[src/sv/bt_ram.sv]
// generic single-write, single-read ram with registered read data
`timescale 1ns / 1ps

module bt_ram #(
  parameter int unsigned WIDTH = 8,
  parameter int unsigned DEPTH = 16
) (
  input  logic                     clk_i,
  input  logic                     we_i,
  input  logic [$clog2(DEPTH)-1:0] waddr_i,
  input  logic [WIDTH-1:0]         wdata_i,
  input  logic [$clog2(DEPTH)-1:0] raddr_i,
  output logic [WIDTH-1:0]         rdata_o
);

  logic [WIDTH-1:0] mem_q [DEPTH];
  logic [WIDTH-1:0] rdata_q;

  // write port
  always_ff @(posedge clk_i) begin
    if (we_i) begin
      mem_q[waddr_i] <= wdata_i;
    end
  end

  // registered read port
  always_ff @(posedge clk_i) begin
    rdata_q <= mem_q[raddr_i];
  end

  assign rdata_o = rdata_q;

endmodule

[config.mk]
export PLATFORM = sky130hd
export DESIGN_NAME = bt_ram
export DESIGN_NICKNAME = d
export VERILOG_FILES = /design/src/sv/bt_ram.sv
export SDC_FILE = /design/constraint.sdc
export NUM_CORES = 1
export LEC_CHECK = 0
export BUFFER_PORTS_ARGS = -buffer_cell sky130_fd_sc_hd__buf_2
export CAP_MARGIN = 0
export CORE_UTILIZATION = 45
export CTS_CLUSTER_DIAMETER = 80
export CTS_CLUSTER_SIZE = 40
export DETAILED_ROUTE_END_ITERATION = 8
export GPL_TIMING_DRIVEN = 0
export MAX_ROUTING_LAYER = met4
export PLACE_DENSITY = 0.6
export SYNTH_ARGS = -nofsm -noshare
export SYNTH_HDL_FRONTEND = slang
export SYNTH_SLANG_ARGS = --single-unit
export TNS_END_PERCENT = 50
[constraint.sdc]
create_clock -name clk_i -period 3.3 [get_ports clk_i]
set_clock_uncertainty 0.05 [all_clocks]
set_input_delay 0.99 -clock clk_i [delete_from_list [all_inputs] [get_ports clk_i]]
set_output_delay 0.99 -clock clk_i [all_outputs]
set_load 0.005 [all_outputs]
# Yosys cells after proc, flatten, opt, wreduce, memory -nomap -nowiden
# Memory sizes are Yosys's and may differ from the RTL's. A register that Yosys moved wholly into a read port is not among the register bits.
# Cells that the tools add are included.
# W data, S select, Z words.
# classes
mux	2
# op_table
cell	n
$mux W1	2
# word_totals
mem_count	1
regBits	0
ram_bits	128
# mem_list
memory	words	width	rd	rd_ports_with_merged_regs	write_ports	line	text
mem_q	16	8	1	1	1	16	logic [WIDTH-1:0] mem_q [DEPTH];

# Depth between registers and ports, before layout
# logic_depth
depth_word	2
mapped_depth	5

# Least setup slack after synthesis
# OpenSTA, ideal clock, no wires.
# synth_path
path_type	input -> register
from	input waddr_i[2]
to	memory mem_q[0][0], enable pin
n_path_buf	0
setup_ns	0.383
path_stages	2
t_required_ns	2.867
setup_slack_ns	0.767
arrival_ns	2.100
path_cell_list	or3b_2 -> nor3_1
# synth_rtl
element	line	text
from (decl)	10	input logic [$clog2(DEPTH)-1:0] waddr_i,
to (decl)	16	
# No word-level cell before the write port.

# Worst setup path after layout
# layout_path
from	input waddr_i[2]
to	memory mem_q[0][4], enable pin
# No word-level cell before the write port.

==> key figures <==
Synthesis
  – Syn Nets: 247
  – Cell taking the most area after synthesis: edfxtp_1
  – Number of synthesized flops with an enable pin: 128
  – Share of Yosys cell area claimed by the top area cell type: 0.7467
  – Synthesized instance count: 229
  – Synth area leaders: edfxtp_1 (75%), mux4_2 (7.9%), mux4_1 (7.1%)
  – Ys async rst share: 0
  – Yosys warnings: 0
  – Most frequent cell after synthesis: edfxtp_1
  – Synth top cells by count: edfxtp_1 (128), mux4_2 (18), a22oi_1 (16)
  – Netlist cell types: 19
  – Syn avg cell area: 22.48 µm²
  – #FFs+latches synth: 136
  – Predominant post-synthesis flop cell: edfxtp_1
  – Register area share after synthesis: 0.7778
  – Mapped Area: 0.005147 mm²

Clocking
  – # resized after CTS: 0
  – H-tree depth: 4
  – Num CTS Buffers: 17
  – Worst-Skew Late Latency: 0.41 ns
  – Clock Path Buffers: 2
  – Clock Tree Root: clkbuf_16
  – Hold Buf Count CTS: 0
  – Clock transition at the registers of the reported paths: 0.05 ns
  – Post-CTS Setup Bufs: 0
  – Clock sink total: 136
  – CTS tree: done

STA
  – Final WS setup: 0.6075 ns
  – RSZ-0062 raised after global routing: no
  – Hold Vio Cnt, Final: 0
  – Least-Margin Pin Slew: 1.308 ns
  – Min cycle time layout: 2.693 ns
  – Final setup vio count: 0
  – Final Cycle Share: 0.8159
  – Slew margin rel.: 0.1212
  – Highest Clock Rate: 371.4 MHz
  – Max Slew Vio Count: 0
  – Total negative slack: 0 ns

Drt
  – Via/cell ratio: 5.732
  – Residual DRC: 0
  – Post-route ant nets: 0
  – DR vias: 2436
  – Final wirelength: 9823 µm
  – Routed WL per cell: 23.11 µm
  – Detailed Route Iter0 Violations: 123
  – 1st-pass router iterations: 5

Die
  – Die span in x: 109.0 µm
  – Num rows: 38
  – Core box area: 0.01098 mm²
  – Io pins: 26
  – Initial Util: 0.4687
  – Die area: 0.01187 mm²
  – Die Span Y: 109.0 µm

Worst hold path
  – Worst Hold Path Cells: 3
  – Worst min-delay path class: reg2reg

Critical path
  – Worst setup EP type: flip-flop
  – R2R depth: 3
  – Setup CP Type: in2reg
  – CP arrival: 2.66 ns
  – Crit path required time: 3.26 ns
  – Crit path max fanout: 8
  – CP startpoint kind: input port

Layout
  – NumNets Final: 290
  – ANT cells: 0
  – Final core utilization: 0.5480
  – Finished Layout Cells: 425
  – Area grow syn2layout: 16.92%
  – Layout cell share with drive strength beyond 1: 0.2877
  – Fin area: 0.006018 mm²

GRT
  – First-pass GRT wire length: 14460 µm
  – Gr usage total: 0.1924
  – Initial antenna violation count: 0
  – Gr ovfl total: 0
  – Largest net degree at the start of global routing: 17
  – Vias in the first global route: 2345

Pwr
  – Leak Pwr: 2.025 nW
  – Max VDD drop: 0.0003579 V
  – Cell Pwr Density: 654.8 mW/mm²

Placement
  – Cell Area, Placed: 0.005443 mm²
  – Dpl cells: 393
  – Final GP Congestion: 0.6986
  – Post-place setup slack: 0.1323 ns
  – Detail Placement HPWL: 6123 µm
  – Port Buffer Count: 24

Job
  – Number of max-cap violations: 0

Outcome
  – Status: finished, final reports clean
## cell usage in the layout, fill, tap and decap left out
cell / count
edfxtp_1: 128
buf_2: 27
mux4_2: 18
clkbuf_16: 17
a22oi_1: 16
mux4_1: 14
nor2_1: 13
nand2_1: 9
dfxtp_1: 8
clkinv_2: 6
nor3_1: 4
buf_6: 3
clkdlybuf4s25_2: 3
clkbuf_1: 3
clkbuf_8: 3
nand3b_1: 2
nand2b_1: 2
bufinv_16: 2
nor2b_1: 1
buf_4: 1
and2_1: 1
and2b_1: 1
nand3_1: 1
or3b_2: 1
clkinvlp_4: 1
## per-stage QoR
stage	hold slack, ns	total power [mW]
CTS	0.6439	3.962
floorplan	0.5793	2.074
detailed placement	0.6313	2.161
global placement	0.6050	2.155
global route	0.6707	4.055
finish	0.6362	3.941
## state kept, by name, summed over array words and instances (netlist names)
| register | count |
|---|---|
| mem_q | 128 |
| rdata_o | 8 |
## critical path, cell delays in order
cell	delay [ns]
buf_2	0.11
or3b_2	0.53
nor3_1	1.01
## cells by family after synthesis
group | after synthesis | synth area share
muxes | 32 | 0.1502
DFF | 136 | 0.7778
and+or+nand+nor | 35 | 0.03184
AOI/OAI and AO/OA | 16 | 0.02334
buffers and inverters | 10 | 0.01677
## routing by layer
layer | wire (µm) | vias to the layer above | global-route usage | part of all wire
li1 | - | 1057 | - | -
met5 | 0 | - | - | 0
met1 | 4283 | 1270 | 0.2588 | 0.44
met2 | 4667 | 96 | 0.2677 | 0.48
met3 | 678 | 13 | 0.05738 | 0.069
met4 | 194 | 0 | 0.09459 | 0.020
## area by class of cell
cell class / count / area (µm²)
Timing Repair Buffer: 24 / 120.1
Tap cell: 140 / 175.2
Sequential cell: 136 / 4004
Multi-Input combinational cell: 83 / 1057
Buffer: 10 / 86.33
Clock buffer: 23 / 478.0
Fill cell: 825 / 4965
Clock inverter: 9 / 97.59
## power breakdown
group	internal (mW)	leakage, nW	switching (mW)
clock	1.16	0.286	0.654
sequential	1.93	1.22	0.00849
combinational	0.0763	0.515	0.107
## final timing paths
path,from,end,slack (ns)
worst max-delay path,waddr_i[2],mem_q[0][4]$_DFFE_PP_,0.61
worst min-delay path,mem_q[3][0]$_DFFE_PP_,rdata_o[0]$_DFF_P_,0.64
worst min register to register,mem_q[3][0]$_DFFE_PP_,rdata_o[0]$_DFF_P_,0.64
worst max register to register,mem_q[15][0]$_DFFE_PP_,rdata_o[0]$_DFF_P_,1.85
Power figures use the tool's default switching activity.
