`config.mk`:
```
export PLATFORM = sky130hd
export DESIGN_NAME = bt_match
export DESIGN_NICKNAME = d
export VERILOG_FILES = /design/src/sv/bt_pkg.sv /design/src/sv/bt_match.sv
export SDC_FILE = /design/constraint.sdc
export NUM_CORES = 1
export LEC_CHECK = 0
export BUFFER_PORTS_ARGS = -buffer_cell sky130_fd_sc_hd__buf_2
export CAP_MARGIN = 10
export CORE_ASPECT_RATIO = 2
export CORE_MARGIN = 2
export CORE_UTILIZATION = 32
export DETAILED_ROUTE_END_ITERATION = 6
export MAX_ROUTING_LAYER = met4
export PLACE_DENSITY = 0.84
export SLEW_MARGIN = 20
export SYNTH_ARGS = -nofsm -noshare
export SYNTH_HDL_FRONTEND = slang
export SYNTH_SLANG_ARGS = --single-unit
```
`constraint.sdc`:
```
create_clock -name vclk -period 2.7
set_input_delay 0.81 -clock vclk [all_inputs]
set_output_delay 0.81 -clock vclk [all_outputs]
set_load 0.02 [all_outputs]
```
`src/sv/bt_pkg.sv`:
```
// shared types and constants for the breakpoint table
`timescale 1ns / 1ps

package bt_pkg;

  localparam int unsigned SPACE_W = 16;
  localparam int unsigned ADDR_W  = 32;
  localparam int unsigned COUNT_W = 16;
  localparam int unsigned IDX_W   = 7;

  localparam logic [SPACE_W-1:0] KERNEL_RST = 16'd1;

  // command codes
  typedef enum logic [1:0] {
    CMD_SET  = 2'd0,
    CMD_DEL  = 2'd1,
    CMD_FIND = 2'd2
  } cmd_e;

  // status codes
  typedef enum logic [1:0] {
    STS_OK      = 2'd0,
    STS_ALREADY = 2'd1,
    STS_FULL    = 2'd2,
    STS_NOTSET  = 2'd3
  } status_e;

  // sequencer states
  typedef enum logic [2:0] {
    S_CLEAR,
    S_IDLE,
    S_SCAN,
    S_POP,
    S_ALLOC,
    S_FREE,
    S_RESP
  } state_e;

  // one row of the entry memory
  typedef struct packed {
    logic               valid;
    logic [SPACE_W-1:0] space;
    logic [ADDR_W-1:0]  addr;
    logic [COUNT_W-1:0] count;
  } entry_t;

  // lookup key of the current command
  typedef struct packed {
    logic [SPACE_W-1:0] space;
    logic [ADDR_W-1:0]  addr;
  } key_t;

  // result beat handed from the sequencer to the output register
  typedef struct packed {
    logic               valid;
    status_e            status;
    logic               hit;
    logic [IDX_W-1:0]   idx;
    logic [COUNT_W-1:0] count;
  } resp_t;

endpackage

```
`src/sv/bt_match.sv`:
```
// key compare unit shared by every scan step
`timescale 1ns / 1ps

module bt_match (
  input  bt_pkg::entry_t               ent_i,
  input  bt_pkg::key_t                 key_i,
  input  logic [bt_pkg::SPACE_W-1:0]   kernel_i,
  output logic                         match_o
);

  logic space_eq;
  logic addr_eq;

  // space zero stands for the kernel space, in either direction
  always_comb begin
    space_eq = (ent_i.space == key_i.space)
            || ((ent_i.space == '0) && (key_i.space == kernel_i))
            || ((ent_i.space == kernel_i) && (key_i.space == '0));
    addr_eq  = (ent_i.addr == key_i.addr);
  end

  assign match_o = ent_i.valid && addr_eq && space_eq;

endmodule

```
After elaboration in Yosys (flattened, before gate mapping)
Index checks and enable logic that the tools add are counted.
{"block": "op_classes", "n_eq_ne": 4, "n_reduce_logical": 8}
{"op": "$eq A16 B16 Y1", "n": 3}
{"op": "$eq A32 B32 Y1", "n": 1}
{"op": "$logic_not A16 Y1", "n": 2}
{"op": "$logic_and A1 B1 Y1", "n": 4}
{"op": "$logic_or A1 B1 Y1", "n": 2}
{"block": "totals", "reg_bits": 0, "inputBits": 129, "out_inout_bits": 1}

Depth between registers and ports, before layout
Gate-level depths: netlist of the first run.
{"block": "logic_depth", "word_depth": 5, "ltp_mapped": 5, "depth_no_buf": 5}

Least setup slack after synthesis of the first run
No wires, ideal clock.
{"block": "synth_path", "path_type": "input -> output", "start": "input key_i[8] in the netlist's numbering", "end": "output match_o", "arrival_ps": 2021, "required_ps": 1890, "path_slack_ps": -131, "cell_stages": 5, "n_path_buf": 0, "path_cell_list": "xnor2_1 > nand4_1 > nor4_1 > nand4_1 > a311oi_1"}
{"block": "synth_via", "elab_chain_cells": 3}
{"element": "start, declared", "line": "bt_match.sv:6", "text": "input bt_pkg::key_t key_i,"}
{"element": "$eq A32 B32 Y1", "line": "bt_match.sv:19", "text": "addr_eq = (ent_i.addr == key_i.addr);"}
{"element": "$logic_and A1 B1 Y1 (2 in a row)", "line": "bt_match.sv:22", "text": "assign match_o = ent_i.valid && addr_eq && space_eq;"}
{"element": "end, declared", "line": "bt_match.sv:8", "text": "output logic match_o"}
Every way passes these cells.

Worst setup path in the final report of the first run
{"block": "layout_path", "start": "input key_i[47] in the netlist's numbering", "end": "output match_o"}
{"block": "layout_via", "elab_chain_cells": 5, "elab_cells_between_ends": 8, "classes_between": "eq/ne: 2; reduce/logical: 6"}
{"element": "$eq A16 B16 Y1", "line": "bt_match.sv:17", "text": "|| ((ent_i.space == '0) && (key_i.space == kernel_i))"}
{"element": "$logic_and A1 B1 Y1", "line": "bt_match.sv:17"}
{"element": "$logic_or A1 B1 Y1", "line": "bt_match.sv:17"}
{"element": "$logic_or A1 B1 Y1 (*)", "line": "bt_match.sv:18", "text": "|| ((ent_i.space == kernel_i) && (key_i.space == '0));"}
{"element": "$logic_and A1 B1 Y1 (*)", "line": "bt_match.sv:22"}
Every way passes the cells marked *; elsewhere a longest branch is shown, timed or not.

==> results of run 1 <==
[power by group through the flow]
stage / clock [mW] / combinational, mW / sequential [mW]
6_report: 0 / 0.311 / 0
5_1_grt: 0 / 0.327 / 0
4_1_cts: 0 / 0.267 / 0
3_5_place_dp: 0 / 0.248 / 0
3_3_place_gp: 0 / 0.243 / 0
2_1_floorplan: 0 / 0.0954 / 0
[kinds of logic after synthesis]
group | count (synthesis)
xor+xnor | 80
simple gates | 38
compound gates | 1
[layout by cell type, fill, tap and decap left out, drive strengths merged]
cell type,instances
nand3,1
nor4,22
buf,131
a311oi,1
nor3,1
xor2,55
nor2,2
nand4,12
xnor2,25
[stage by stage]
stage	std cells	hold WS, ns	setup TNS [ns]
floorplan	119	1.76	0
global placement	278	1.99	-0.226
detailed placement	278	1.99	-0.228
CTS	279	2.01	-0.160
global route	279	2.00	-0.246
finish	279	1.99	-0.202
[metal layers]
metal	vias to the layer above	GRT usage, %	routed length, µm
met4	0	14.7	303
met2	112	48.9	2880
li1	689	-	-
met3	26	4.04	402
met1	731	17.9	1580
met5	-	-	0
[layout make-up]
type | count | area share [%]
timing repair buffer | 131 | 40.6
tap | 29 | 1.84
multi-input combinational | 119 | 57.6
[worst paths after layout]
check | cells past startpoint | end | from
hold / removal | 4 | match_o | ent_i[64]
setup / recovery | 6 | match_o | key_i[47]
[worst max-delay path: cells and delay by family]
family | cells | cell delay (ns)
AO/OA/AOI/OAI | 1 | 0.28
AND/OR/NAND/NOR | 2 | 0.54
buffers and inverters | 2 | 0.28
XOR/XNOR | 1 | 0.18
[timing repair]
item	4_1_cts	5_1_grt
endpoints found under the setup margin	1	1
setup buffers	1	0
gates resized for setup	25	29
pin swaps	13	22
==> impl_results.md, run 1 <==
* Cells traversed along the worst timing path: buf_8 > xor2_2 > nor4_2 > nand4_1 > a311oi_2 > buf_4
* Routed WL per cell at 18.5 µm
* Cell with the most instances after synthesis: sky130_fd_sc_hd__xor2_1
* RSZ-0062 raised after global routing: yes
* Worst-case setup margin in the final layout at -0.202 ns
* Max Clk Rate at 345 MHz
* Least-Margin Pin Slew at 0.408 ns
* Run status: finished with violations
* Final Total Pwr at 0.311 mW
* Cell count after synthesis at 119
* Clk network pwr share at 0%
* Number of hold violations in the final report at 0
* Top-area cell type share of the netlist area at 51.3%
* Switching portion of total power at 46.9%
* Final period utilization at 107%
* Number of antenna violations at the first check in global routing at 0
* Internal Dissipation at 0.165 mW
* Crit path time final at 2.90 ns
* Min-delay worst type: primary input to primary output
* Pins Over Slew Limit at 0
* Combinational fraction of design power at 100.0%
* Max-capacitance violation count at 0
* Utilization of the core after routing at 71.2%
* Antenna diode instance count at 0
* Count of routing violations after the opening detailed-route iteration at 35
* Syn. warnings at 0
* Failing checks: setup timing
* Synth Net Count at 248
* Synthesized area per cell at 7.90 µm²
* Weighted congestion reported at the end of routability-driven placement at 0.858
* Largest area contributor in the synthesized netlist: sky130_fd_sc_hd__xor2_1
* Number of remaining DRC errors at 0
* All-layer global routing usage at 23.9%
* Switching power at 0.146 mW
* Crit path DAT at 2.09 ns
* Share of synthesized cell area in and, or, nand and nor gates at 24.5%
* Area Overhead vs Synth at 110%
* Post-Synth XOR/XNOR Area at 74.6%
* Final-layout clock buffer total at 0
* Unique masters post-synth at 8
* Post-synthesis compound-gate area fraction at 0.932%
* Area of all sequential standard cells at 0 µm²
* Count of flip-flops and latches at 0
* Gr ovfl total at 0
* Portion of total power attributed to sequential cells at 0%
* Required time of the worst setup path at 1.89 ns
* Filler cell count in the final layout at 199
* Combined area of the multi-input logic cells at 1140 µm²
* Pin count of the biggest net entering global routing at 4
* Nets@finish at 381
* Biggest fanout along the worst timing path at 2
* Hold Buf Count CTS at 0
* Cell area after placement at 1670 µm²
* Peak supply drop at 0.0953 mV
* Dominant combinational cell family by area after synthesis: XOR/XNOR gates
* Cell area after synthesis at 940 µm²
* Type of element capturing the critical path: primary output
* Element type at the critical path start: primary input
* Slowest cell on the critical path: sky130_fd_sc_hd__nor4_2
* Average via count per standard cell at 5.58
* Final instance area at 1970 µm²
* Number of buffer cells added on primary ports at 114
* Standard-cell row count at 27
* Number of global-route vias before repair at 1533
* Leakage power summed over all cells at 0.924 nW
* Total half-perimeter wirelength after legalization and detailed placement at 3590 µm
* Critical path's largest stage delay at 0.37 ns
* First-pass iteration count of the detailed router at 4
* Multiplexer fraction of the synthesized cell area at 0%
* Routed vias at 1558
* Setup violations, final at 1
* Total die area at 3410 µm²
* Top-level I/O count at 130
* Setup CP Type: primary input to primary output
* Post-placement setup slack at -0.228 ns
* Final routed wirelength across all metal layers at 5160 µm
* Post-synthesis share of cell area spent on full adders, half adders and majority gates at 0%
* Cell types with the highest counts after synthesis: sky130_fd_sc_hd__xor2_1 (55), sky130_fd_sc_hd__xnor2_1 (25), sky130_fd_sc_hd__nor4_1 (22), sky130_fd_sc_hd__nand4_1 (12), sky130_fd_sc_hd__nor2_1 (2)
* X dimension of the die at 42.3 µm
* Initial Util at 33.9%
* Post-synthesis sequential area ratio at 0%
* Die boundary height at 80.6 µm
* Core area at 2770 µm²
* Power per cell area at 158 nW/µm²
* Worst rel slew slack at 72.5%
* Number of antenna-violating nets in the routed design at 0
* Global-route wire length before repair at 6220 µm
* Ranking of synthesized cells by area: sky130_fd_sc_hd__xor2_1 (51%), sky130_fd_sc_hd__xnor2_1 (23%), sky130_fd_sc_hd__nor4_1 (15%)
* Layout cell share with drive strength beyond 1 at 62.4%
Note: power is estimated with default switching activity, not from simulation.
==> inputs of run 2 (changes only) <==
Settings changed: ABC_AREA set to 1, CORE_UTILIZATION 32 to 40, PLACE_DENSITY 0.84 to 0.85.
==> impl_results.md, run 2 <==
* Number of remaining DRC errors at 0 (unchanged)
* Count of flip-flops and latches at 0 (unchanged)
* Cell area after synthesis at 1460 µm² (+56%)
* Initial Util at 41.0% (+7.0 points)
* Largest area contributor in the synthesized netlist: sky130_fd_sc_hd__nand2_1
* Area of all sequential standard cells at 0 µm² (unchanged)
* Worst Setup SP: key_i[38]
* Sum Neg Setup Slack at 0 ns (+0.202 ns)
* Final instance area at 2130 µm² (+7.9%)
* X dimension of the die at 46.7 µm (+10%)
* Power per cell area at 129 nW/µm² (-18%)
* Antenna diode instance count at 0 (unchanged)
* Die boundary height at 89.5 µm (+11%)
* First-pass iteration count of the detailed router at 4 (unchanged)
* Gr ovfl total at 0 (unchanged)
* Cell with the most instances after synthesis: sky130_fd_sc_hd__nand2_1
* Worst rel slew slack at 88.6% (+16 points)
* Number of buffer cells added on primary ports at 114 (unchanged)
* Crit path time final at 2.60 ns (-0.303 ns)
* Core area at 3570 µm² (+29%)
* Required time of the worst setup path at 1.89 ns (about the same)
* Cell area after placement at 2090 µm² (+25%)
* Routed WL per cell at 8.79 µm (-52%)
* Number of antenna-violating nets in the routed design at 0 (unchanged)
* Pins Over Slew Limit at 0 (unchanged)
* Least-Margin Pin Slew at 0.169 ns (-0.239 ns)
* Number of antenna violations at the first check in global routing at 0 (unchanged)
* Hold path start: ent_i[17]
* Most common cell after layout, fill and taps aside: sky130_fd_sc_hd__nand2_1
* Top-level I/O count at 130 (unchanged)
* Setup CP Type: primary input to primary output
* Average via count per standard cell at 4.39 (-21%)
* Nets@finish at 585 (+54%)
* Syn. warnings at 0 (unchanged)
* Total die area at 4180 µm² (+23%)
* Element type at the critical path start: primary input
* Total half-perimeter wirelength after legalization and detailed placement at 4100 µm (+14%)
* Weighted congestion reported at the end of routability-driven placement at 0.785 (-8.6%)
* Crit path DAT at 1.79 ns (-0.30 ns)
* Final-layout clock buffer total at 0 (unchanged)
* Number of global-route vias before repair at 1965 (+28%)
* Number of hold violations in the final report at 0 (unchanged)
* Type of element capturing the critical path: primary output
* Min-delay worst type: primary input to primary output
* Routed vias at 2210 (+42%)
* Leakage power summed over all cells at 1.45 nW (+57%)
* Cell types with the highest counts after synthesis: sky130_fd_sc_hd__nand2_1 (147), sky130_fd_sc_hd__inv_1 (60), sky130_fd_sc_hd__nor2_1 (57), sky130_fd_sc_hd__xor2_1 (23), sky130_fd_sc_hd__inv_2 (16)
* Max Clk Rate at 385 MHz (+12%)
* Biggest fanout along the worst timing path at 4 (+2)
* Most frequent cells in the layout: sky130_fd_sc_hd__nand2_1 (145), sky130_fd_sc_hd__buf_2 (111), sky130_fd_sc_hd__inv_1 (57), sky130_fd_sc_hd__nor2_1 (55), sky130_fd_sc_hd__xor2_1 (23)
* Ranking of synthesized cells by area: sky130_fd_sc_hd__nand2_1 (38%), sky130_fd_sc_hd__inv_1 (15%), sky130_fd_sc_hd__nor2_1 (15%)
* Cell count after synthesis at 340 (+190%)
* Pin count of the biggest net entering global routing at 5 (+1)
* Synthesized area per cell at 4.30 µm² (-46%)
* Run status: finished, final reports clean
* All-layer global routing usage at 21.2% (-2.7 points)
* Final period utilization at 96.3% (-11 points)
* Standard-cell row count at 31 (+15%)
* Area Overhead vs Synth at 45.6%
* Post-synthesis sequential area ratio at 0% (unchanged)
* Setup violations, final at 0 (-1)
* Global-route wire length before repair at 6790 µm (+9.1%)
* Max-capacitance violation count at 0 (unchanged)
* Top-area cell type share of the netlist area at 37.8% (-14 points)
* Peak supply drop at 0.0611 mV (-36%)
* Layout cell share with drive strength beyond 1 at 31.5% (-31 points)
* Final routed wirelength across all metal layers at 4420 µm (-14%)
* Synth Net Count at 469 (+89%)
* Count of routing violations after the opening detailed-route iteration at 21 (-40%)
* Unique masters post-synth at 17 (+9)
==> run 2: what timing repair did <==
item | 4_1_cts | 5_1_grt
setup endpoints to repair | 0 | 1
setup buffers | 0 | 0
gates resized for setup | 0 | 14
hold buffers | 0 | 0
==> run 2: layout make-up <==
| cell class | instances | area (µm²) |
|---|---|---|
| inverter | 76 | 285 |
| multi-input combinational | 264 | 1200 |
| timing repair buffer | 114 | 582 |
| tap | 49 | 61.3 |
| fill | 404 | 1440 |
==> run 2: report_power, final <==
group / switching, mW / internal [mW]
logic: 0.146 / 0.129
registers: 0 / 0
clock network: 0 / 0
==> run 2: worst max-delay path, stage by stage <==
cell and delay, ns:
sky130_fd_sc_hd__buf_2 0.13, sky130_fd_sc_hd__nor2_1 0.12, sky130_fd_sc_hd__nand2_1 0.06, sky130_fd_sc_hd__nor2_1 0.13, sky130_fd_sc_hd__nand2_1 0.07, sky130_fd_sc_hd__nor2_1 0.09, sky130_fd_sc_hd__nand3_1 0.08, sky130_fd_sc_hd__nand3_2 0.07
sky130_fd_sc_hd__nand2_1 0.06, sky130_fd_sc_hd__inv_2 0.05, sky130_fd_sc_hd__buf_6 0.11
==> run 2: logic make-up after synthesis <==
| kind of cell | after synthesis | share of synthesized area [%] |
|---|---|---|
| and+or+nand+nor | 219 | 58.0 |
| buffers and inverters | 76 | 19.5 |
| xor gates and xnor gates | 25 | 15.0 |
| AOI/OAI and AO/OA | 20 | 7.45 |
==> run 2: final timing paths <==
path | end | slack [ns] | cells past startpoint
worst min-delay path | match_o | 2.22 | 9
worst max-delay path | match_o | 0.10 | 11
==> run 2: metal layers <==
layer / vias up / share of wire (%) / track usage (%) / wire (µm)
met5: - / 0 / - / 0
met4: 0 / 0 / 0 / 0
met3: 0 / 6.4 / 1.01 / 281
met2: 76 / 61 / 47.6 / 2690
met1: 918 / 33 / 18.2 / 1450
li1: 1216 / - / - / -
==> run 2: metrics by stage <==
stage	setup WS (ns)	util, %	cells	power, mW	hold WS [ns]
3_3_place_gp	0.103	58.7	503	0.266	2.24
3_5_place_dp	0.0585	58.7	503	0.272	2.25
2_1_floorplan	0.389	-	340	0.136	1.99
5_1_grt	-0.0206	59.6	503	0.317	2.27
6_report	0.101	59.6	503	0.275	2.22
4_1_cts	0.0505	58.7	503	0.273	2.25
