`src/sv/bt_pkg.sv`:
```
// shared types and constants for the breakpoint table
`timescale 1ns / 1ps

package bt_pkg;

  localparam int unsigned SPACE_W = 16;
  localparam int unsigned ADDR_W  = 32;
  localparam int unsigned COUNT_W = 16;
  localparam int unsigned IDX_W   = 7;

  localparam logic [SPACE_W-1:0] KERNEL_RST = 16'd1;

  // command codes
  typedef enum logic [1:0] {
    CMD_SET  = 2'd0,
    CMD_DEL  = 2'd1,
    CMD_FIND = 2'd2
  } cmd_e;

  // status codes
  typedef enum logic [1:0] {
    STS_OK      = 2'd0,
    STS_ALREADY = 2'd1,
    STS_FULL    = 2'd2,
    STS_NOTSET  = 2'd3
  } status_e;

  // sequencer states
  typedef enum logic [2:0] {
    S_CLEAR,
    S_IDLE,
    S_SCAN,
    S_POP,
    S_ALLOC,
    S_FREE,
    S_RESP
  } state_e;

  // one row of the entry memory
  typedef struct packed {
    logic               valid;
    logic [SPACE_W-1:0] space;
    logic [ADDR_W-1:0]  addr;
    logic [COUNT_W-1:0] count;
  } entry_t;

  // lookup key of the current command
  typedef struct packed {
    logic [SPACE_W-1:0] space;
    logic [ADDR_W-1:0]  addr;
  } key_t;

  // result beat handed from the sequencer to the output register
  typedef struct packed {
    logic               valid;
    status_e            status;
    logic               hit;
    logic [IDX_W-1:0]   idx;
    logic [COUNT_W-1:0] count;
  } resp_t;

endpackage

```
`src/sv/bt_ctrl.sv`:
```
// command sequencer: clear pass, linear scan, slot allocation and release
`timescale 1ns / 1ps

module bt_ctrl #(
  parameter int unsigned ENTRIES = 128
) (
  input  logic                          clk_i,
  input  logic                          rst_ni,
  // command beat
  input  logic                          in_valid_i,
  output logic                          in_stall_o,
  input  logic [1:0]                    cmd_i,
  input  logic [bt_pkg::SPACE_W-1:0]    space_id_i,
  input  logic [bt_pkg::ADDR_W-1:0]     address_i,
  input  logic [bt_pkg::COUNT_W-1:0]    skip_count_i,
  // compare unit
  output bt_pkg::key_t                  key_o,
  input  logic                          match_i,
  // entry memory
  output logic                          ent_we_o,
  output logic [$clog2(ENTRIES)-1:0]    ent_waddr_o,
  output bt_pkg::entry_t                ent_wdata_o,
  output logic [$clog2(ENTRIES)-1:0]    ent_raddr_o,
  input  bt_pkg::entry_t                ent_rdata_i,
  // free slot stack
  output logic                          fs_we_o,
  output logic [$clog2(ENTRIES)-1:0]    fs_waddr_o,
  output logic [$clog2(ENTRIES)-1:0]    fs_wdata_o,
  output logic [$clog2(ENTRIES)-1:0]    fs_raddr_o,
  input  logic [$clog2(ENTRIES)-1:0]    fs_rdata_i,
  // result beat
  output bt_pkg::resp_t                 resp_o,
  input  logic                          resp_take_i
);

  localparam int unsigned AW = $clog2(ENTRIES);
  localparam int unsigned CW = $clog2(ENTRIES + 1);
  localparam int unsigned PW = (AW > bt_pkg::IDX_W) ? AW : bt_pkg::IDX_W;
  localparam logic [AW-1:0] LAST = AW'(ENTRIES - 1);
  localparam logic [CW-1:0] FULL_CNT = CW'(ENTRIES);

  bt_pkg::state_e state_q, state_d;

  logic [AW-1:0]               scan_q, scan_d;
  logic                        issue_q, issue_d;
  logic                        rdv_q, rdv_d;
  logic [AW-1:0]               rdi_q, rdi_d;
  logic [1:0]                  cmd_q, cmd_d;
  bt_pkg::key_t                key_q, key_d;
  logic [bt_pkg::COUNT_W-1:0]  cnt_q, cnt_d;
  logic                        found_q, found_d;
  logic                        full_q, full_d;
  logic                        pop_q, pop_d;
  logic [AW-1:0]               slot_q, slot_d;
  logic [bt_pkg::COUNT_W-1:0]  fcnt_q, fcnt_d;
  logic [CW-1:0]               free_top_q, free_top_d;
  logic [CW-1:0]               fresh_q, fresh_d;

  logic                        hit_now;
  logic                        last_now;
  logic                        stack_empty;
  logic                        fresh_left;
  logic [AW-1:0]               alloc_slot;
  logic [CW-1:0]               top_dec;
  logic [PW-1:0]               slot_wide;
  logic                        cmd_known;

  // scan step outcome and allocation helpers
  always_comb begin
    hit_now     = rdv_q && match_i;
    last_now    = rdv_q && (rdi_q == LAST);
    stack_empty = (free_top_q == '0);
    fresh_left  = (fresh_q < FULL_CNT);
    alloc_slot  = pop_q ? fs_rdata_i : fresh_q[AW-1:0];
    top_dec     = free_top_q - CW'(1);
    slot_wide   = PW'(slot_q);
    cmd_known   = (cmd_q == bt_pkg::CMD_SET) || (cmd_q == bt_pkg::CMD_DEL)
               || (cmd_q == bt_pkg::CMD_FIND);
  end

  // next state
  always_comb begin
    state_d = state_q;
    unique case (state_q)
      bt_pkg::S_CLEAR: begin
        if (scan_q == LAST) state_d = bt_pkg::S_IDLE;
      end
      bt_pkg::S_IDLE: begin
        if (in_valid_i) begin
          if ((cmd_i == bt_pkg::CMD_SET) || (cmd_i == bt_pkg::CMD_DEL)
              || (cmd_i == bt_pkg::CMD_FIND)) begin
            state_d = bt_pkg::S_SCAN;
          end else begin
            state_d = bt_pkg::S_RESP;
          end
        end
      end
      bt_pkg::S_SCAN: begin
        if (hit_now) begin
          state_d = (cmd_q == bt_pkg::CMD_DEL) ? bt_pkg::S_FREE : bt_pkg::S_RESP;
        end else if (last_now) begin
          if (cmd_q == bt_pkg::CMD_SET) begin
            if (!stack_empty)    state_d = bt_pkg::S_POP;
            else if (fresh_left) state_d = bt_pkg::S_ALLOC;
            else                 state_d = bt_pkg::S_RESP;
          end else begin
            state_d = bt_pkg::S_RESP;
          end
        end
      end
      bt_pkg::S_POP:   state_d = bt_pkg::S_ALLOC;
      bt_pkg::S_ALLOC: state_d = bt_pkg::S_RESP;
      bt_pkg::S_FREE:  state_d = bt_pkg::S_RESP;
      bt_pkg::S_RESP: begin
        if (resp_take_i) state_d = bt_pkg::S_IDLE;
      end
      default: state_d = bt_pkg::S_CLEAR;
    endcase
  end

  // datapath register updates
  always_comb begin
    scan_d     = scan_q;
    issue_d    = issue_q;
    rdv_d      = rdv_q;
    rdi_d      = rdi_q;
    cmd_d      = cmd_q;
    key_d      = key_q;
    cnt_d      = cnt_q;
    found_d    = found_q;
    full_d     = full_q;
    pop_d      = pop_q;
    slot_d     = slot_q;
    fcnt_d     = fcnt_q;
    free_top_d = free_top_q;
    fresh_d    = fresh_q;
    unique case (state_q)
      bt_pkg::S_CLEAR: begin
        scan_d = scan_q + AW'(1);
      end
      bt_pkg::S_IDLE: begin
        if (in_valid_i) begin
          cmd_d       = cmd_i;
          key_d.space = space_id_i;
          key_d.addr  = address_i;
          cnt_d       = skip_count_i;
          scan_d      = '0;
          issue_d     = 1'b1;
          rdv_d       = 1'b0;
          found_d     = 1'b0;
          full_d      = 1'b0;
          pop_d       = 1'b0;
          slot_d      = '0;
          fcnt_d      = '0;
        end
      end
      bt_pkg::S_SCAN: begin
        // issue one read per cycle, compare one row per cycle
        rdv_d = issue_q;
        rdi_d = scan_q;
        if (issue_q) begin
          if (scan_q == LAST) issue_d = 1'b0;
          else                scan_d  = scan_q + AW'(1);
        end
        if (hit_now) begin
          found_d = 1'b1;
          slot_d  = rdi_q;
          fcnt_d  = ent_rdata_i.count;
          issue_d = 1'b0;
        end else if (last_now) begin
          issue_d = 1'b0;
          if ((cmd_q == bt_pkg::CMD_SET) && stack_empty && !fresh_left) full_d = 1'b1;
        end
      end
      bt_pkg::S_POP: begin
        free_top_d = top_dec;
        pop_d      = 1'b1;
      end
      bt_pkg::S_ALLOC: begin
        slot_d = alloc_slot;
        if (!pop_q) fresh_d = fresh_q + CW'(1);
      end
      bt_pkg::S_FREE: begin
        if (free_top_q < FULL_CNT) free_top_d = free_top_q + CW'(1);
      end
      bt_pkg::S_RESP: begin
        rdv_d = 1'b0;
      end
      default: begin
        rdv_d = 1'b0;
      end
    endcase
  end

  // memory controls and result
  always_comb begin
    in_stall_o  = (state_q != bt_pkg::S_IDLE);
    key_o       = key_q;
    ent_raddr_o = scan_q;
    ent_we_o    = 1'b0;
    ent_waddr_o = scan_q;
    ent_wdata_o = '0;
    fs_raddr_o  = top_dec[AW-1:0];
    fs_we_o     = 1'b0;
    fs_waddr_o  = free_top_q[AW-1:0];
    fs_wdata_o  = slot_q;
    resp_o      = '0;
    unique case (state_q)
      bt_pkg::S_CLEAR: begin
        ent_we_o = 1'b1;
      end
      bt_pkg::S_ALLOC: begin
        ent_we_o          = 1'b1;
        ent_waddr_o       = alloc_slot;
        ent_wdata_o.valid = 1'b1;
        ent_wdata_o.space = key_q.space;
        ent_wdata_o.addr  = key_q.addr;
        ent_wdata_o.count = cnt_q;
      end
      bt_pkg::S_FREE: begin
        ent_we_o    = 1'b1;
        ent_waddr_o = slot_q;
        fs_we_o     = (free_top_q < FULL_CNT);
      end
      bt_pkg::S_RESP: begin
        resp_o.valid = 1'b1;
        if (cmd_known) begin
          resp_o.hit = found_q;
          if (found_q) begin
            resp_o.status = (cmd_q == bt_pkg::CMD_SET) ? bt_pkg::STS_ALREADY
                                                       : bt_pkg::STS_OK;
            resp_o.idx    = slot_wide[bt_pkg::IDX_W-1:0];
            resp_o.count  = (cmd_q == bt_pkg::CMD_DEL) ? '0 : fcnt_q;
          end else if (cmd_q == bt_pkg::CMD_SET) begin
            resp_o.status = full_q ? bt_pkg::STS_FULL : bt_pkg::STS_OK;
            resp_o.idx    = full_q ? '0 : slot_wide[bt_pkg::IDX_W-1:0];
          end else begin
            resp_o.status = bt_pkg::STS_NOTSET;
          end
        end
      end
      default: begin
        resp_o = '0;
      end
    endcase
  end

  // control registers
  always_ff @(posedge clk_i or negedge rst_ni) begin
    if (!rst_ni) begin
      state_q    <= bt_pkg::S_CLEAR;
      scan_q     <= '0;
      issue_q    <= 1'b0;
      rdv_q      <= 1'b0;
      found_q    <= 1'b0;
      full_q     <= 1'b0;
      pop_q      <= 1'b0;
      free_top_q <= '0;
      fresh_q    <= '0;
    end else begin
      state_q    <= state_d;
      scan_q     <= scan_d;
      issue_q    <= issue_d;
      rdv_q      <= rdv_d;
      found_q    <= found_d;
      full_q     <= full_d;
      pop_q      <= pop_d;
      free_top_q <= free_top_d;
      fresh_q    <= fresh_d;
    end
  end

  // command payload registers
  always_ff @(posedge clk_i) begin
    rdi_q  <= rdi_d;
    cmd_q  <= cmd_d;
    key_q  <= key_d;
    cnt_q  <= cnt_d;
    slot_q <= slot_d;
    fcnt_q <= fcnt_d;
  end

endmodule

```
`config.mk`:
```
export PLATFORM = sky130hd
export DESIGN_NAME = bt_ctrl
export DESIGN_NICKNAME = d
export VERILOG_FILES = /design/src/sv/bt_pkg.sv /design/src/sv/bt_ctrl.sv
export SDC_FILE = /design/constraint.sdc
export NUM_CORES = 1
export LEC_CHECK = 0
export BUFFER_PORTS_ARGS = -buffer_cell sky130_fd_sc_hd__buf_2
export CAP_MARGIN = 0
export CORE_MARGIN = 4
export CORE_UTILIZATION = 41
export DETAILED_ROUTE_END_ITERATION = 16
export PLACE_DENSITY = 0.86
export REMOVE_ABC_BUFFERS = 1
export SYNTH_ARGS = -nofsm -noshare
export SYNTH_HDL_FRONTEND = slang
export SYNTH_SLANG_ARGS = --single-unit
```
`constraint.sdc`:
```
create_clock -name clk_i -period 2.55 [get_ports clk_i]
set_input_delay 0.255 -clock clk_i [delete_from_list [all_inputs] [get_ports clk_i]]
set_output_delay 0.255 -clock clk_i [all_outputs]
set_load 0.01 [all_outputs]
```
# After elaboration in Yosys (flattened, before gate mapping)
# Cells that the tools add are included.
word_totals:
  regBits: 127
  input_bits: 143
  out_inout_bits: 178
  word_cells: 133
op_classes:
  add_sub_neg: 4
  n_lt_le_gt_ge: 2
  eq_ne: 24
  mux: 53
  bitwise_logic: 2
  reduce_logical: 32
ops:
  columns: ["op", "count"]
  rows:
  - ["$mux W65", 1]
  - ["$mux W16", 4]
  - ["$mux W7", 8]
  - ["$pmux W7 S3", 2]
  - ["$pmux W16 S2", 1]
  - ["$mux W27", 1]
  - ["$mux W26", 1]
  - ["$mux W3", 8]
  - ["$ne A2 B2 Y1 const B", 10]
  - ["$pmux W3 S6", 1]
  - ["$add A8 B1 Y8 const B", 2]
  - ["$lt A8 B8 Y1 const B", 2]
  - ["$pmux W8 S2", 1]
  - ["$eq A7 B7 Y1 const B", 2]
  - ["$pmux W7 S2", 1]
  - ["$mux W1", 13]
  - ["$reduce_and A2 Y1", 6]
  - ["$mux W2", 5]
  - ["$eq A3 B3 Y1 const B", 3]
  - ["$logic_not A8 Y1", 1]
  - ["$mux W8", 1]
  - ["$pmux W1 S2", 4]
  - ["$reduce_and A4 Y1", 2]
  - ["$sub A8 B1 Y8 const B", 1]
  - ["other kinds (21)", 36]

# Longest topological paths before layout
logic_depth:
  depth_word: 7
  depth_mapped: 8
  ltp_nobuf: 6

# Least setup slack after synthesis
# OpenSTA, ideal clock, no wires.
synth_path:
  path_type: "flip-flop to flip-flop"
  startpoint: "register state_q[2]"
  endpoint: "register scan_q[5] (netlist: ent_raddr_o[5])"
  setup_ps: 125
  t_arrival_ps: 2285
  required_ps: 2425
  path_slack_ps: 140
  stages_incl_launch_ff: 7
  path_buffers: 1
  synth_period_minus_slack_ps: 2410
  cell_sequence: "dfrtp_1 -> buf_2 -> nor3b_1 -> nand2_1 -> inv_2 -> nor2_1 -> mux2_2"
synth_between:
  elab_chain_cells: 3
  word_cells_on_any_way: 9
  cone_classes: "5 x eq/ne; 1 x mux; 3 x reduce/logical"
synth_lines:
  columns: ["element", "line", "source"]
  rows:
  - ["from (decl)", "bt_ctrl.sv:42", "bt_pkg::state_e state_q, state_d;"]
  - ["from (signal assigned)", "bt_ctrl.sv:251", "state_q <= bt_pkg::S_CLEAR;"]
  - ["from (signal assigned)", "bt_ctrl.sv:261", "state_q <= state_d;"]
  - ["$eq A3 B2 Y1, or another cell as far along", "bt_ctrl.sv:137", "unique case (state_q)"]
  - ["$ne A2 B2 Y1 (no source line) / $reduce_bool A3 Y1 (equally long branches)", null, null]
  - ["$reduce_and A4 Y1 (no source line)", null, null]
  - ["to (signal assigned)", "bt_ctrl.sv:262", "scan_q <= scan_d;"]
  - ["to (decl)", "bt_ctrl.sv:44", "logic [AW-1:0] scan_q, scan_d;"]
# Parallel ways exist; a longest one is shown, timed or not.
# A chain may end at the register's enable or synchronous reset.

# Worst setup path after layout
layout_path:
  startpoint: "register free_top_q[0]"
  endpoint: "output fs_raddr_o[6]"
layout_between:
  elab_chain_cells: 1
layout_lines:
  columns: ["element", "line", "source"]
  rows:
  - ["from (decl)", "bt_ctrl.sv:56", "logic [CW-1:0] free_top_q, free_top_d;"]
  - ["from (signal assigned)", "bt_ctrl.sv:268", "free_top_q <= free_top_d;"]
  - ["$sub A8 B1 Y8", "bt_ctrl.sv:75", "top_dec = free_top_q - CW'(1);"]
  - ["to (decl)", "bt_ctrl.sv:29", "output logic [$clog2(ENTRIES)-1:0] fs_raddr_o,"]
# Every way passes these cells.

==> qor.csv <==
metric,value,unit
status,completed,
total clock sinks,127,
Nets,945,
sequential fraction of the synthesis area,0.617,
Core Rows,43,
P per Cell Area,1060,nW/um^2
CP peak stage delay,0.46,ns
CTS tree,built,
kind of critical path,register to output port,
gpl congestion,0.873,
gr ovfl total,0,
worst setup margin,0.227,ns
clock buffer count from CTS,17,
Buf/Inv on CP,2,
main combinational cell family by area after synthesis,simple AND/OR/NAND/NOR gates,
P_leak,0.00384,uW
CORE AREA,14000,sq um
Routed WL,17200,um
#FFs+latches synth,127,
"Primary FF master, synth",edfxtp_1,
final critical-path required period,2.32,ns
post-synthesis adder-cell area fraction,0.00844,
Netlist cell types,56,
setup bufs post-CTS,0,
max cap viols,0,
crit-path leading delay family,simple AND/OR/NAND/NOR gates,
Final Skew,0.00720,ns
Area Overhead vs Synth,40.6,%
post-place setup slack,0.386,ns
simple-gate share of the synthesized area,0.213,
CP startpoint kind,register,
Initial Util,0.422,
initial antenna violation count,3,
CP max-delay cell,or3b_4,
"EDFF count, synth",96,
Worst VDD drop,660,uV
Worst EP arrival,2.07,ns
largest net degree at the start of global routing,54,
Final Hold Viols,0,
Detailed Place HPWL,12800,um
Detailed Routing Iterations Pass 1,7,
mux share of post-synthesis cell area,0.0190,
max frequency,431,MHz
RSZ-0062 raised after global routing,no,
"Cell Count, Final, Fillers Out",992,
CP required,2.30,ns
Worst slew margin,0.511,
worst-path cell chain,inv_1 > ha_1 > or3b_4 > nor3_2 > xor2_1 > buf_2,
Worst setup EP type,output port,
Clock transition at path regs,0.05,ns
Synth Area in Compound Gates,0.0733,
chip height,128,um
via/cell ratio,4.96,
GRT Overall Usage,0.200,
global-route wire length before repair,24900,um
Root Driver,clkbuf_16,
Synth Cell Area,5930,sq um
layout cell share with drive strength beyond 1,0.413,
Hold Path Class,primary input to register,
die span in x,128,um
Max clock buf depth,2,
Routed Antenna Nets,0,
IO Pins,321,
Post-Place Cells,934,
H-tree Lvls,4,
Power Total,8860,uW
"Slew Viols, Final",0,
hold_ws,0.0219,ns
syn_area_per_cell,11.8,sq um
number of global-route vias before repair,4599,
initial drt markers,312,
DRC violations left,0,
xor/xnor share of the synthesized area,0.0310,
Post-Syn Instances,501,
post-synthesis async set-or-reset flop share,0.244,
IO Port Bufs,271,
CP Max Fanout,7,
full die area,16400,sq um
Final setup viols,0,
Yosys warning count,0,
actual slew at the worst max-slew pin,0.733,ns
Via Count,4922,
Worst-Skew Late Latency,0.41,ns
DR WL/cell,17.4,um
post-layout util,0.593,
final critical-path share of the clock period,0.911,
registers in the layout (all words and copies together), names as in the netlist:
name,cells
fcnt_q,16
cmd_q,2
found_q,1
issue_q,1
pop_q,1
fs_wdata_o,7
state_q,3
full_q,1
ent_raddr_o,7
rdi_q,7
key_o,48
cnt_q,16
free_top_q,8
fresh_q,8
rdv_q,1
stage by stage:
step	setup TNS (ns)	cell area [sq um]
final	0	8330
after global routing	0	8330
after CTS	0	8090
after detailed placement	0	7460
after global placement	0	7460
after floorplan	-4.52	5750
cell families after synthesis:
group,after synthesis
compound gates,70
xor+xnor,21
fa+ha+maj,4
buf+inv,45
mux,11
simple gates,223
flops,127
metal layers:
layer	share of wire	vias up	GRT usage
met4	0.029	4	0.0899
met5	0.0013	-	0
met1	0.38	2288	0.239
met2	0.50	235	0.329
met3	0.083	44	0.0629
li1	-	2351	-
timing repair:
action,in CTS,in global routing
hold buffers,3,22
gates resized for setup,0,8
setup endpoints to repair,0,70
endpoints found under the hold margin,33,22
synth_stat cells, types with 2 or more instances:
cell type | number | area, sq um
or4_1 | 2 | 15.0
edfxtp_1 | 96 | 2880
a221oi_1 | 2 | 17.5
dfrtp_1 | 31 | 776
and3_2 | 2 | 15.0
inv_2 | 3 | 11.3
clkbuf_1 | 18 | 67.6
o311a_1 | 2 | 20.0
xnor2_1 | 9 | 78.8
nand2_1 | 39 | 146
o22a_1 | 2 | 17.5
o21ai_0 | 26 | 130
buf_2 | 3 | 15.0
and2_1 | 105 | 657
ha_1 | 4 | 50.1
nand4_1 | 9 | 56.3
nand2b_1 | 7 | 43.8
a21o_1 | 2 | 15.0
nor3_1 | 5 | 25.0
buf_4 | 7 | 52.6
buf_6 | 3 | 33.8
nand3_1 | 8 | 40.0
nor3b_1 | 5 | 37.5
o21ai_1 | 2 | 10.0
and3_1 | 5 | 31.3
a21oi_1 | 20 | 100
nor2b_1 | 2 | 12.5
mux2i_1 | 9 | 90.1
xor2_1 | 12 | 105
o211ai_1 | 2 | 15.0
mux2_2 | 2 | 22.5
inv_1 | 10 | 37.5
nor2_1 | 24 | 90.1
layout make-up:
class                   instances  area [sq um]
clock inverters                14           164
well taps                     180           225
flip-flops and latches        127          3660
multi-input cells             329          2060
fillers                      1136          5710
repair buffers                310          1740
inverters                      13          53.8
clock buffers                  18           429
diodes                          1          2.50
path summary, 6_finish.rpt:
path	start	to	slack, ns	cells after the start
max in group asynchronous	rst_ni	state_q[2]	1.58	2
min	space_id_i[14]	key_o[46]	0.02	1
min in group asynchronous	rst_ni	free_top_q[1]	0.46	2
max	free_top_q[0]	fs_raddr_o[6]	0.23	6
min reg2reg	fresh_q[6]	fresh_q[6]	0.51	1
max reg2reg	free_top_q[0]	free_top_q[6]	0.46	6
cell usage in the layout, fill, tap and decap left out, types with 3 or more instances in the layout:
cell type / synthesis / layout
ha_1: 4 / 4
nor2_1: 24 / 24
o21ai_1: 2 / 3
dfrtp_1: 31 / 29
nor3_1: 5 / 4
nor3b_1: 5 / 4
nand4_1: 9 / 9
dlygate4sd3_1: 0 / 25
nand3_1: 8 / 8
bufinv_16: 0 / 3
inv_6: 0 / 3
nand2b_1: 7 / 6
inv_1: 10 / 10
a21oi_1: 20 / 20
clkinv_2: 0 / 4
and3_1: 5 / 5
buf_4: 7 / 12
and2_1: 105 / 105
o21ai_0: 26 / 25
xor2_1: 12 / 12
nand2_1: 39 / 39
edfxtp_1: 96 / 96
xnor2_1: 9 / 9
clkbuf_16: 0 / 17
buf_2: 3 / 271
mux2i_1: 9 / 9
power breakdown:
| part | leakage (uW) | switching [uW] | internal [uW] |
|---|---|---|---|
| Sequential | 0.00127 | 531 | 2800 |
| Combinational | 0.00229 | 1770 | 1340 |
| Clock | 0.000288 | 882 | 1530 |
| Total | 0.00384 | 3190 | 5670 |
Note: power is estimated with default switching activity, not from simulation.
